<file path="src/rtl/cwt_pkg.sv">
package cwt_pkg;

  // One request item.
  typedef struct packed {
    logic        req_type;
    logic [7:0]  red;
    logic [7:0]  green;
    logic [7:0]  blue;
    logic [15:0] add_weight;
    logic [15:0] run_number;
  } req_t;

  // One result item.
  typedef struct packed {
    logic        hit;
    logic [31:0] weight_out;
    logic [15:0] first_run_out;
    logic [15:0] last_run_out;
    logic        table_full;
    logic [8:0]  entry_count_out;
  } rsp_t;

  // Request kinds.
  localparam logic REQ_OBSERVE = 1'b0;
  localparam logic REQ_LOOKUP  = 1'b1;

  // Width of the reported entry count.
  localparam int unsigned COUNT_OUT_W = 9;

  // Commands from the controller to the datapath.
  typedef struct packed {
    logic load;
    logic scan;
    logic take_hit;
    logic take_miss;
    logic commit;
  } cmd_t;

  // Status from the datapath to the controller.
  typedef struct packed {
    logic match;
    logic scan_done;
    logic out_free;
  } status_t;

endpackage

</file>
<file path="src/rtl/cwt_ctrl.sv">
module cwt_ctrl (
  input  logic             clk,
  input  logic             rst,
  input  logic             req_valid,
  output logic             req_stall,
  input  cwt_pkg::status_t status,
  output cwt_pkg::cmd_t    cmd
);

  typedef enum logic [2:0] {
    S_IDLE  = 3'b001,
    S_SCAN  = 3'b010,
    S_WRITE = 3'b100
  } state_t;

  state_t state;
  state_t state_next;

  // New items are taken only while no search is running.
  assign req_stall = (state != S_IDLE);

  // Next state and commands.
  always_comb begin
    state_next    = state;
    cmd           = '0;
    unique case (state)
      S_IDLE: begin
        if (req_valid) begin
          cmd.load   = 1'b1;
          state_next = S_SCAN;
        end
      end
      S_SCAN: begin
        cmd.scan = 1'b1;
        if (status.match) begin
          cmd.take_hit = 1'b1;
          state_next   = S_WRITE;
        end else if (status.scan_done) begin
          cmd.take_miss = 1'b1;
          state_next    = S_WRITE;
        end
      end
      S_WRITE: begin
        if (status.out_free) begin
          cmd.commit = 1'b1;
          state_next = S_IDLE;
        end
      end
      default: begin
        state_next = S_IDLE;
      end
    endcase
  end

  // State register.
  always_ff @(posedge clk) begin
    if (rst) begin
      state <= S_IDLE;
    end else begin
      state <= state_next;
    end
  end

endmodule

</file>
<file path="config.mk">
export PLATFORM = sky130hd
export DESIGN_NAME = cwt_ctrl
export DESIGN_NICKNAME = d
export VERILOG_FILES = /design/src/rtl/cwt_pkg.sv /design/src/rtl/cwt_ctrl.sv
export SDC_FILE = /design/constraint.sdc
export NUM_CORES = 1
export LEC_CHECK = 0
export ABC_AREA = 1
export BUFFER_PORTS_ARGS = -buffer_cell sky130_fd_sc_hd__buf_2
export CAP_MARGIN = 5
export CORE_AREA = 2 2 39 41
export CTS_CLUSTER_SIZE = 25
export DETAILED_ROUTE_END_ITERATION = 16
export DIE_AREA = 0 0 41 43
export PLACE_DENSITY_LB_ADDON = 0.05
export SLEW_MARGIN = 20
export SYNTH_ARGS = -nofsm -noshare
export SYNTH_HDL_FRONTEND = slang
export SYNTH_SLANG_ARGS = --single-unit
</file>
<file path="constraint.sdc">
create_clock -name clk -period 2.5 [get_ports clk]
set_input_delay 0.25 -clock clk [delete_from_list [all_inputs] [get_ports clk]]
set_output_delay 0.25 -clock clk [all_outputs]
set_load 0.03 [all_outputs]
</file>
# ---- Word level (Yosys, flattened, before mapping)
# Cells that the tools add are included.
dict set report op_classes {
  eq_ne 7
  n_mux 13
  reduce_logical 1
}
# op count
set op_table {}
lappend op_table {{2-to-1 mux 3 bit} 5}
lappend op_table {{case mux 3 bit (3 select lines)} 1}
lappend op_table {{2-to-1 mux 1 bit} 7}
lappend op_table {{!= test 2 bit (second input constant)} 2}
lappend op_table {{equality test 3 x 1 -> 1 bit (second input constant)} 1}
lappend op_table {{equality test 3 x 2 -> 1 bit (second input constant)} 1}
lappend op_table {{equality test 3 bit (second input constant)} 1}
lappend op_table {{!= test 3 x 1 -> 1 bit (second input constant)} 1}
lappend op_table {{!= test 3 bit (second input constant)} 1}
lappend op_table {{AND reduction 3 bit} 1}
dict set report word_totals {
  ff_bits 3
  inputBits 6
  output_inout_bits 6
  word_cells 22
}

# ---- Longest topological paths before layout
# Gate-level depths: netlist of run 1.
dict set report logic_depth {
  word_depth 3
  depth_mapped 6
  depth_no_buf 6
}

# ---- Worst setup path after synthesis of run 1
# Ideal clock, no wire load.
dict set report synth_timing {
  path_kind {reg-to-output}
  from {register state[1]}
  to {output cmd[1] in the netlist's numbering}
  arrival_time_ns 0.996
  required_time_ns 2.250
  slack_ns 1.254
  path_stages_with_launch 5
  path_buffers 0
  path_cell_list {dfxtp_1 > inv_2 > nor2_2 > nand2_2 > nor2_1}
}
# element line
set synth_rtl {}
lappend synth_rtl {{from (decl)} cwt_ctrl.sv:16} ;# state_t state;
lappend synth_rtl {{from (signal assigned)} cwt_ctrl.sv:60} ;# state <= state_next;
lappend synth_rtl {{to (decl)} cwt_ctrl.sv:7} ;# output cwt_pkg::cmd_t cmd

==> results of run 1 <==
[worst max-delay path: stages (launching register included)]
cell	delay [ns]
dfxtp_1	0.33
inv_2	0.07
nor2_2	0.12
nand2_2	0.10
nor2_1	0.09
buf_2	0.20
[cell usage in the layout (no fill, tap or decap)]
cell | netlist | layout
nand3b_1 | 1 | 1
a21oi_1 | 1 | 1
inv_2 | 3 | 3
nand3_2 | 3 | 3
clkbuf_1 | 0 | 1
inv_1 | 4 | 4
nand3_1 | 2 | 2
nor2_1 | 5 | 5
dfxtp_1 | 3 | 3
nor2_4 | 1 | 1
a31oi_1 | 1 | 1
o21ai_1 | 1 | 1
buf_2 | 0 | 11
nor2_2 | 3 | 3
nand2_2 | 1 | 1
clkbuf_4 | 0 | 3
nand2_1 | 4 | 4
[per-layer routing]
metal / part of all wire [%] / track usage (%)
met1: 43 / 7.05
met2: 51 / 9.38
met3: 5.4 / 0
met4: 0 / 6.00
met5: 0 / 0
[path summary, 6_finish.rpt]
| path | start | endpoint | slack (ns) |
|---|---|---|---|
| min | rst | state[1] | 0.20 |
| max | state[1] | cmd[1] | 1.11 |
| max reg2reg | state[2] | state[2] | 1.58 |
| min reg2reg | state[0] | state[1] | 0.61 |
[stage by stage]
step           total power (W)  cell area [µm²]
4_1_cts               0.000241              322
3_3_place_gp          0.000153              295
6_report              0.000237              322
3_5_place_dp          0.000153              295
5_1_grt               0.000250              322
2_1_floorplan         0.000130              220
[power by group]
group	switching, W	internal (W)	total [W]
Sequential	0.00000652	0.0000555	0.0000620
Combinational	0.0000608	0.0000286	0.0000894
Clock	0.0000254	0.0000598	0.0000852
Total	0.0000927	0.000144	0.000237
[layout make-up]
| class | count | area [µm²] | share of cell area (%) |
|---|---|---|---|
| Tap cell | 16 | 20.0 | 6.23 |
| Timing Repair Buffer | 11 | 55.1 | 17.1 |
| Clock buffer | 4 | 26.3 | 8.17 |
| Multi-Input combinational cell | 23 | 134 | 41.6 |
| Inverter | 7 | 26.3 | 8.17 |
| Sequential cell | 3 | 60.1 | 18.7 |
[cell usage after synthesis]
| cell type | n |
|---|---|
| nand3_2 | 3 |
| nor2_2 | 3 |
| nand3_1 | 2 |
| a31oi_1 | 1 |
| nand2_2 | 1 |
| inv_2 | 3 |
| nand2_1 | 4 |
| nand3b_1 | 1 |
| inv_1 | 4 |
| dfxtp_1 | 3 |
| a21oi_1 | 1 |
| o21ai_1 | 1 |
| nor2_1 | 5 |
| nor2_4 | 1 |
[logic make-up (layout without fill, tap and decap cells)]
family          count (synthesis)  after routing  synth area share [%]
compound gates                  3              3                  7.38
buf+inv                         7             22                  11.9
simple gates                   20             20                  53.4
flops                           3              3                  27.3
==> run metrics, run 1 <==
outcome=complete, no violations; Core Rows=14; Setup WS post-layout=1.11 ns; Initial Util=15.9%; post-synthesis cell type count=14; hold_ws=0.202 ns; Hold Path Cell Cnt=2; CTS tree=done; area delta synth->final=46.0%; Max Transition Viols Final=0; I/O pins=12; share of layout cells above drive strength 1=52.1%; Seq/Total Area, Yosys=27.3%; Ant. Diodes=0; largest net degree at the start of global routing=6; cts bufs inserted=3; number of I/O port buffers=11; Final Hold Fails=0; first-pass GRT wire length=710 µm; die area=1760 µm²; Power per Cell Area=736 nW/µm²; ranking of synthesized cells by area=dfxtp_1 (27%), nand3_2 (14%), nor2_1 (8.5%); Die Y=43 µm; WP data required=2.25 ns; Synth area leader=dfxtp_1; Max VDD drop=196 µV; Mapped Avg Cell Area=6.67 µm²; CTS clock-pin slew for the worst setup and hold paths=0.04 ns; crit path launch type=flip-flop; Via Count=258; CTS Hold Bufs=0; Final period util=55.8%; number of flip-flops in the largest register=3; Die X=41 µm; worst r2r path cells=5; CP Capture Type=primary output; # setup viols final=0; Tot GR Track Use=6.12%; Tmin final=1.39 ns; Mapped Nets=39; HP Class=input pin to flip-flop; nets@finish=55; mapped cell area=220 µm²; worst skew pair latency=0.23 ns; Placer Congestion=0.735; fin cells=64; Synth warnings=0; dpl ws=1.34 ns; FILL cells=168; CP Max Fanout=5; Setup TNS=0 ns; wirelength, routed=515 µm; vias in the first global route=213; FMAX=717 MHz; DR pass1 iterations=3; synthesized instance count=33; Leakage=0.185 nW; Top reg by flops=state; Post-DRT Antenna Nets=0; fin util=23.2%; Largest regs=state (3); max_cap viols=0; first-iteration detailed-routing DRC count=3; # placed instances=60; initial antenna violation count=0; Worst Path Arrival=1.14 ns; post-CTS setup buffers=0; CTS root buf=clkbuf_4; Core ar.=1380 µm²; Rel. slew slack=86.0%; H-tree depth=1; RSZ-0062 raised after global routing=no; clock skew=0.00252 ns; Avg Vias per Cell=4.03; routed length per instance=8.05 µm; kind of critical path=flip-flop to primary output; Slew @ Worst Pin=0.210 ns; share of the synthesized area in the top cell type=27.3%; CTS max path bufs=2; grt total ovfl=0; post-CTS sizing=0; post-route DRC violation count=0; Synth Register Bits=3; clk sink count=3; HPWL Detailed=425 µm
Note: power is estimated with default switching activity, not from simulation.
==> inputs of run 2 (changes only) <==
--- a/config.mk
+++ b/config.mk
@@ -5,7 +5,7 @@
 export SDC_FILE = /design/constraint.sdc
 export NUM_CORES = 1
 export LEC_CHECK = 0
-export ABC_AREA = 1
+export ABC_AREA = 0
 export BUFFER_PORTS_ARGS = -buffer_cell sky130_fd_sc_hd__buf_2
 export CAP_MARGIN = 5
 export CORE_AREA = 2 2 39 41
==> constraint.sdc (replaced) <==
create_clock -name clk -period 1.3 [get_ports clk]
set_input_delay 0.13 -clock clk [delete_from_list [all_inputs] [get_ports clk]]
set_output_delay 0.13 -clock clk [all_outputs]
set_load 0.03 [all_outputs]
==> run 2 against run 1 <==
Sequential share of layout area rose by 1.7 points. Register-to-register slack got worse by 1.4 ns. Die area did not move. Via count fell by 19%. Total power rose by 38%. Area after synthesis fell by 13%. Worst hold slack got worse by 0.10 ns. Highest routed layer unchanged.
==> run metrics, run 2 <==
Core Rows=14 (unchanged); most frequent cells in the layout=buf_2 (8), clkbuf_4 (4), dfxtp_2 (3); Top FF cell, synth=dfxtp_1; Mapped Avg Cell Area=8.70 µm² (+30%); fin cells=52 (-19%); Die X=41 µm (unchanged); CP Max Fanout=5 (unchanged); share of layout cells above drive strength 1=63.9% (+12 points); commonest non-fill, non-tap cell in the layout=buf_2; worst skew pair latency=0.23 ns (about the same); ys async rst share=0% (unchanged); share of the synthesized area in the top cell type=31.4% (+4.1 points); Leakage=0.132 nW (-29%); RSZ-0062 raised after global routing=yes; number of flip-flops in the largest register=3 (unchanged); outcome=complete, no violations; Rel. slew slack=85.8% (-0.20 points); Post-DRT Antenna Nets=0 (unchanged); FILL cells=156 (-7.1%); FMAX=808 MHz; crit path launch type=flip-flop; routed length per instance=9.44 µm (+17%); Synth area leader=dfxtp_1; area delta synth->final=63.4%; Final Hold Fails=0 (unchanged); post-synthesis cell type count=18 (+4); Largest regs=state (3); wirelength, routed=491 µm (-4.7%); Power per Cell Area=1050 nW/µm² (+42%); Via Count=210 (-19%); Mapped Nets=28 (-28%); DR pass1 iterations=2 (-1); Placer Congestion=0.671 (-8.7%); Tmin final=1.24 ns; nets@finish=43 (-22%); kind of critical path=flip-flop to primary output; die area=1760 µm² (unchanged); synthesized instance count=22 (-33%); mapped cell area=191 µm² (-13%); synth cell count leaders=dfxtp_1 (3), nor2_1 (3); Worst Path Arrival=1.11 ns (-0.03 ns); Sequential Area=63.8 µm² (+6.2%); multi-input logic area=136 µm² (+1.9%); # setup viols final=0 (unchanged); number of I/O port buffers=11 (unchanged); largest net degree at the start of global routing=10 (+4); number of synthesized flops with an enable pin=0 (unchanged); first-pass GRT wire length=828 µm (+17%); max_cap viols=0 (unchanged); Seq/Total Area, Yosys=31.4% (+4.1 points); clock skew=0.00172 ns (-0.000800 ns); first-iteration detailed-routing DRC count=2 (-1); post-route DRC violation count=0 (unchanged); r2r setup slk=0.18 ns (-1.40 ns); H-tree depth=1 (unchanged); CTS Hold Bufs=0 (unchanged); Tot GR Track Use=7.02% (+0.90 points); ranking of synthesized cells by area=dfxtp_1 (31%), nor4b_2 (7.8%), and4bb_2 (6.5%); Ant. Diodes=0 (unchanged); Die Y=43 µm (unchanged); HPWL Detailed=395 µm (-7.1%); CP Capture Type=primary output; Top reg by flops=state; hold_ws=0.100 ns (-0.102 ns); Slew @ Worst Pin=0.213 ns (+0.00266 ns); Initial Util=13.8% (-2.1 points); Avg Vias per Cell=4.04 (+0.18%); WP data required=1.17 ns (-1.08 ns); Final period util=95.2%; Max Transition Viols Final=0 (unchanged); HP Class=input pin to flip-flop; CTS clock-pin slew for the worst setup and hold paths=0.03 ns (about the same); cts bufs inserted=3 (unchanged); initial antenna violation count=0 (unchanged); CTS max path bufs=2 (unchanged); Synth warnings=0 (unchanged); CTS tree=done; # placed instances=48 (-20%); vias in the first global route=193 (-9.4%); clk sink count=3 (unchanged); fin util=22.6% (-0.63 points); grt total ovfl=0 (unchanged); I/O pins=12 (unchanged); Core ar.=1380 µm² (unchanged); Max VDD drop=323 µV (+64%); CTS root buf=clkbuf_4; Synth Register Bits=3 (unchanged)
-- run 2: changes by cell type after synthesis, moves of 2 or more --
| cell | change |
|---|---|
| inv_1 | -3 |
| inv_2 | -3 |
| nand2_1 | -3 |
| nand3_2 | -3 |
| nor2_2 | -3 |
| nand3_1 | -2 |
| nor2_1 | -2 |
-- run 2: final cells by class --
class                      instances  share of cell area [%]
clock buffer                       4                    8.40
timing repair buffer              11                    20.0
tap                               16                    6.40
sequential                         3                    20.4
inverter                           1                    1.20
multi-input combinational         17                    43.6
-- run 2: power breakdown --
part	internal (W)	leakage [nW]	switching (W)	total, W
Sequential	0.0000988	0.0252	0.0000106	0.000109
Clock	0.000114	0.0150	0.0000408	0.000155
Combinational	0.0000266	0.0921	0.0000361	0.0000627
-- run 2: worst paths after layout --
check | from | end | cells past startpoint
worst max-delay path | state[2] | cmd[1] | 3
worst min-delay path | rst | state[2] | 2
worst min register to register | state[2] | state[1] | 1
worst max register to register | state[1] | state[0] | 3
-- run 2: stage by stage --
stage	total power, W	setup TNS (ns)	setup slack [ns]	instance area (µm²)
floorplan	0.000147	0	0.00619	200
global placement	0.000170	0	0.179	270
detailed placement	0.000169	0	0.183	270
CTS	0.000335	0	0.0273	307
global route	0.000365	-0.0360	-0.0239	313
finish	0.000327	0	0.0626	313
-- run 2: layer usage --
metal / track usage [%] / share of wire [%] / vias up
met4: 4.00 / 0 / 0
met5: 0 / 0 / -
met3: 5.24 / 7.7 / 0
met1: 8.97 / 46 / 96
li1: - / - / 107
met2: 8.13 / 46 / 7
-- run 2: kinds of logic after synthesis --
kind of cell / after synthesis / share of synthesized area, %
buf+inv: 2 / 4.57
simple gates: 13 / 51.6
compound gates: 4 / 12.4
flops: 3 / 31.4
-- run 2: critical path: stages, from the launching register on --
cell and delay, ns:
dfxtp_2 0.33, nand2b_4 0.16, nor4b_2 0.20, buf_4 0.20
-- run 2: repair_timing --
action / 4_1_cts / 5_1_grt
setup endpoints to repair: 4 / 3
setup buffers: 0 / 0
resized for setup: 4 / 4
==> inputs of run 3 (changes only) <==
==> constraint.sdc (replaced) <==
create_clock -name clk -period 1.17 [get_ports clk]
set_input_delay 0.117 -clock clk [delete_from_list [all_inputs] [get_ports clk]]
set_output_delay 0.117 -clock clk [all_outputs]
set_load 0.03 [all_outputs]
==> run 3 against run 2 <==
The flow now finishes with violations (negative setup slack). Non-clock buffer count increased by 4. Combinational power rose by 49%. Largest power group unchanged. Worst hold slack worse by 0.025 ns. Final cell count is 7.7% higher. Final area rose by 23%. Critical endpoint unchanged. Wire length grew 14%.
==> run metrics, run 3 (synthesized netlist as in run 2, its figures left out) <==
HPWL Detailed=423 µm (+7.1%); Reg2Reg Launch Point=state[2]; H-tree depth=1 (unchanged); HP Class=input pin to flip-flop; Setup WS post-layout=-0.0658 ns (-0.128 ns); grt total ovfl=0 (unchanged); I/O pins=12 (unchanged); wirelength, routed=558 µm (+14%); crit path launch type=flip-flop; largest net degree at the start of global routing=8 (-2); WP data required=1.05 ns (-0.12 ns); routed length per instance=9.96 µm (+5.5%); share of layout cells above drive strength 1=72.5% (+8.6 points); Power per Cell Area=1020 nW/µm² (-2.4%); Hold Path Cell Cnt=2 (unchanged); Leakage=0.164 nW (+24%); Slew @ Worst Pin=0.207 ns (-0.00656 ns); clk sink count=3 (unchanged); Tot GR Track Use=8.32% (+1.3 points); Area after DPL=293 µm² (+8.3%); # setup viols final=2 (+2); Placer Congestion=0.709 (+5.6%); Final period util=106%; first-iteration detailed-routing DRC count=1 (-1); Die Y=43 µm (unchanged); CP Capture Type=primary output; Initial Util=13.8% (unchanged); cts bufs inserted=3 (unchanged); Ant. Diodes=0 (unchanged); max_cap viols=0 (unchanged); number of I/O port buffers=11 (unchanged); r2r setup slk=0.01 ns (-0.17 ns); Post-DRT Antenna Nets=0 (unchanged); number of flip-flops in the largest register=3 (unchanged); Max VDD drop=652 µV (+100%); Largest regs=state (3); worst skew pair latency=0.23 ns (about the same); Core Rows=14 (unchanged); total power=0.000394 W (+20%); clock skew=0.00435 ns (+0.00263 ns); FMAX=809 MHz; nets@finish=47 (+9.3%); Final Hold Fails=0 (unchanged); CTS tree=done; post-route cell area=385 µm² (+23%); kind of critical path=flip-flop to primary output; worst r2r path cells=4 (+1); Max Transition Viols Final=0 (unchanged); Rel. slew slack=86.2% (+0.42 points); Core ar.=1380 µm² (unchanged); vias in the first global route=235 (+22%); Avg Vias per Cell=4.18 (+3.5%); area delta synth->final=101%; Die X=41 µm (unchanged); Tmin final=1.24 ns; violated checks=negative setup slack; RSZ-0062 raised after global routing=yes; die area=1760 µm² (unchanged); CTS root buf=clkbuf_4; DR pass1 iterations=2 (unchanged); commonest non-fill, non-tap cell in the layout=buf_2; outcome=complete, but fails checks; CTS max path bufs=2 (unchanged); post-route DRC violation count=0 (unchanged); worst-path cell chain=nand2b_4, nor4b_4, buf_6; Via Count=234 (+11%); Worst Path Arrival=1.12 ns (about the same); CTS clock-pin slew for the worst setup and hold paths=0.04 ns (about the same); most frequent cells in the layout=buf_2 (6), buf_4 (5), buf_6 (4); beginning of the critical path=state[2]; worst-path cell with the longest stage delay=dfxtp_2; CP Max Fanout=4 (-1); HP Start=rst; first-pass GRT wire length=959 µm (+16%); Worst path max stage delay=0.33 ns (about the same); Critical R2R Capture=state[0]; initial antenna violation count=0 (unchanged); hold path endpoint=state[2]; Top reg by flops=state
[run 3: cell types whose count changed in the layout (fill, tap and decap cells not counted), sizes merged]
| cell | delta |
|---|---|
| buf | +5 |
| clkbuf | -1 |
[run 3: area by class of cell]
type	instances	area [µm²]
sequential	3	66.3
inverter	1	3.75
fill	166	998
multi-input combinational	17	156
clock buffer	4	26.3
tap	16	20.0
timing repair buffer	15	113
[run 3: routing by layer]
layer / vias up / part of all wire [%] / GRT usage (%)
li1: 115 / - / -
met5: - / 0 / 0
met1: 108 / 43 / 10.9
met3: 0 / 13 / 7.33
met2: 11 / 44 / 10.0
met4: 0 / 0 / 2.00
[run 3: stage by stage]
step           hold slack [ns]  std cells  setup TNS (ns)  util (%)  setup WS (ns)
2_1_floorplan            0.188         22               0         -         0.0392
3_3_place_gp             0.325         49               0      21.2        0.00746
3_5_place_dp             0.324         49               0      21.2         0.0182
4_1_cts                 0.0679         56          -0.151      27.1        -0.0920
5_1_grt                 0.0680         56          -0.460      27.8         -0.149
6_report                0.0753         56          -0.107      27.8        -0.0658
[run 3: worst max-delay path by stage]
| stage | endpoint | cells past startpoint |
|---|---|---|
| after detailed placement | cmd[1] | 3 |
| final | cmd[1] | 3 |
| after global placement | state[0] | 3 |
| after floorplan | cmd[2] | 3 |
| after CTS | cmd[1] | 3 |
| after global routing | cmd[1] | 3 |
[run 3: worst max-delay path, delay by kind of cell, from the launching register on]
family	cells	cell delay [ns]
AND/OR/NAND/NOR	2	0.40
buffers and inverters	1	0.17
flip-flops	1	0.33
[run 3: power breakdown]
group          total [W]  switching, W  internal [W]
clock           0.000178     0.0000509      0.000128
sequential      0.000122     0.0000129      0.000109
combinational  0.0000936     0.0000487     0.0000449
total           0.000394      0.000113      0.000281
[run 3: repair_timing]
action / CTS / global route
hold buffers: 0 / 0
setup buffers: 3 / 0
pin swaps: 3 / 0
endpoints found under the setup margin: 6 / 7
resized for setup: 13 / 4
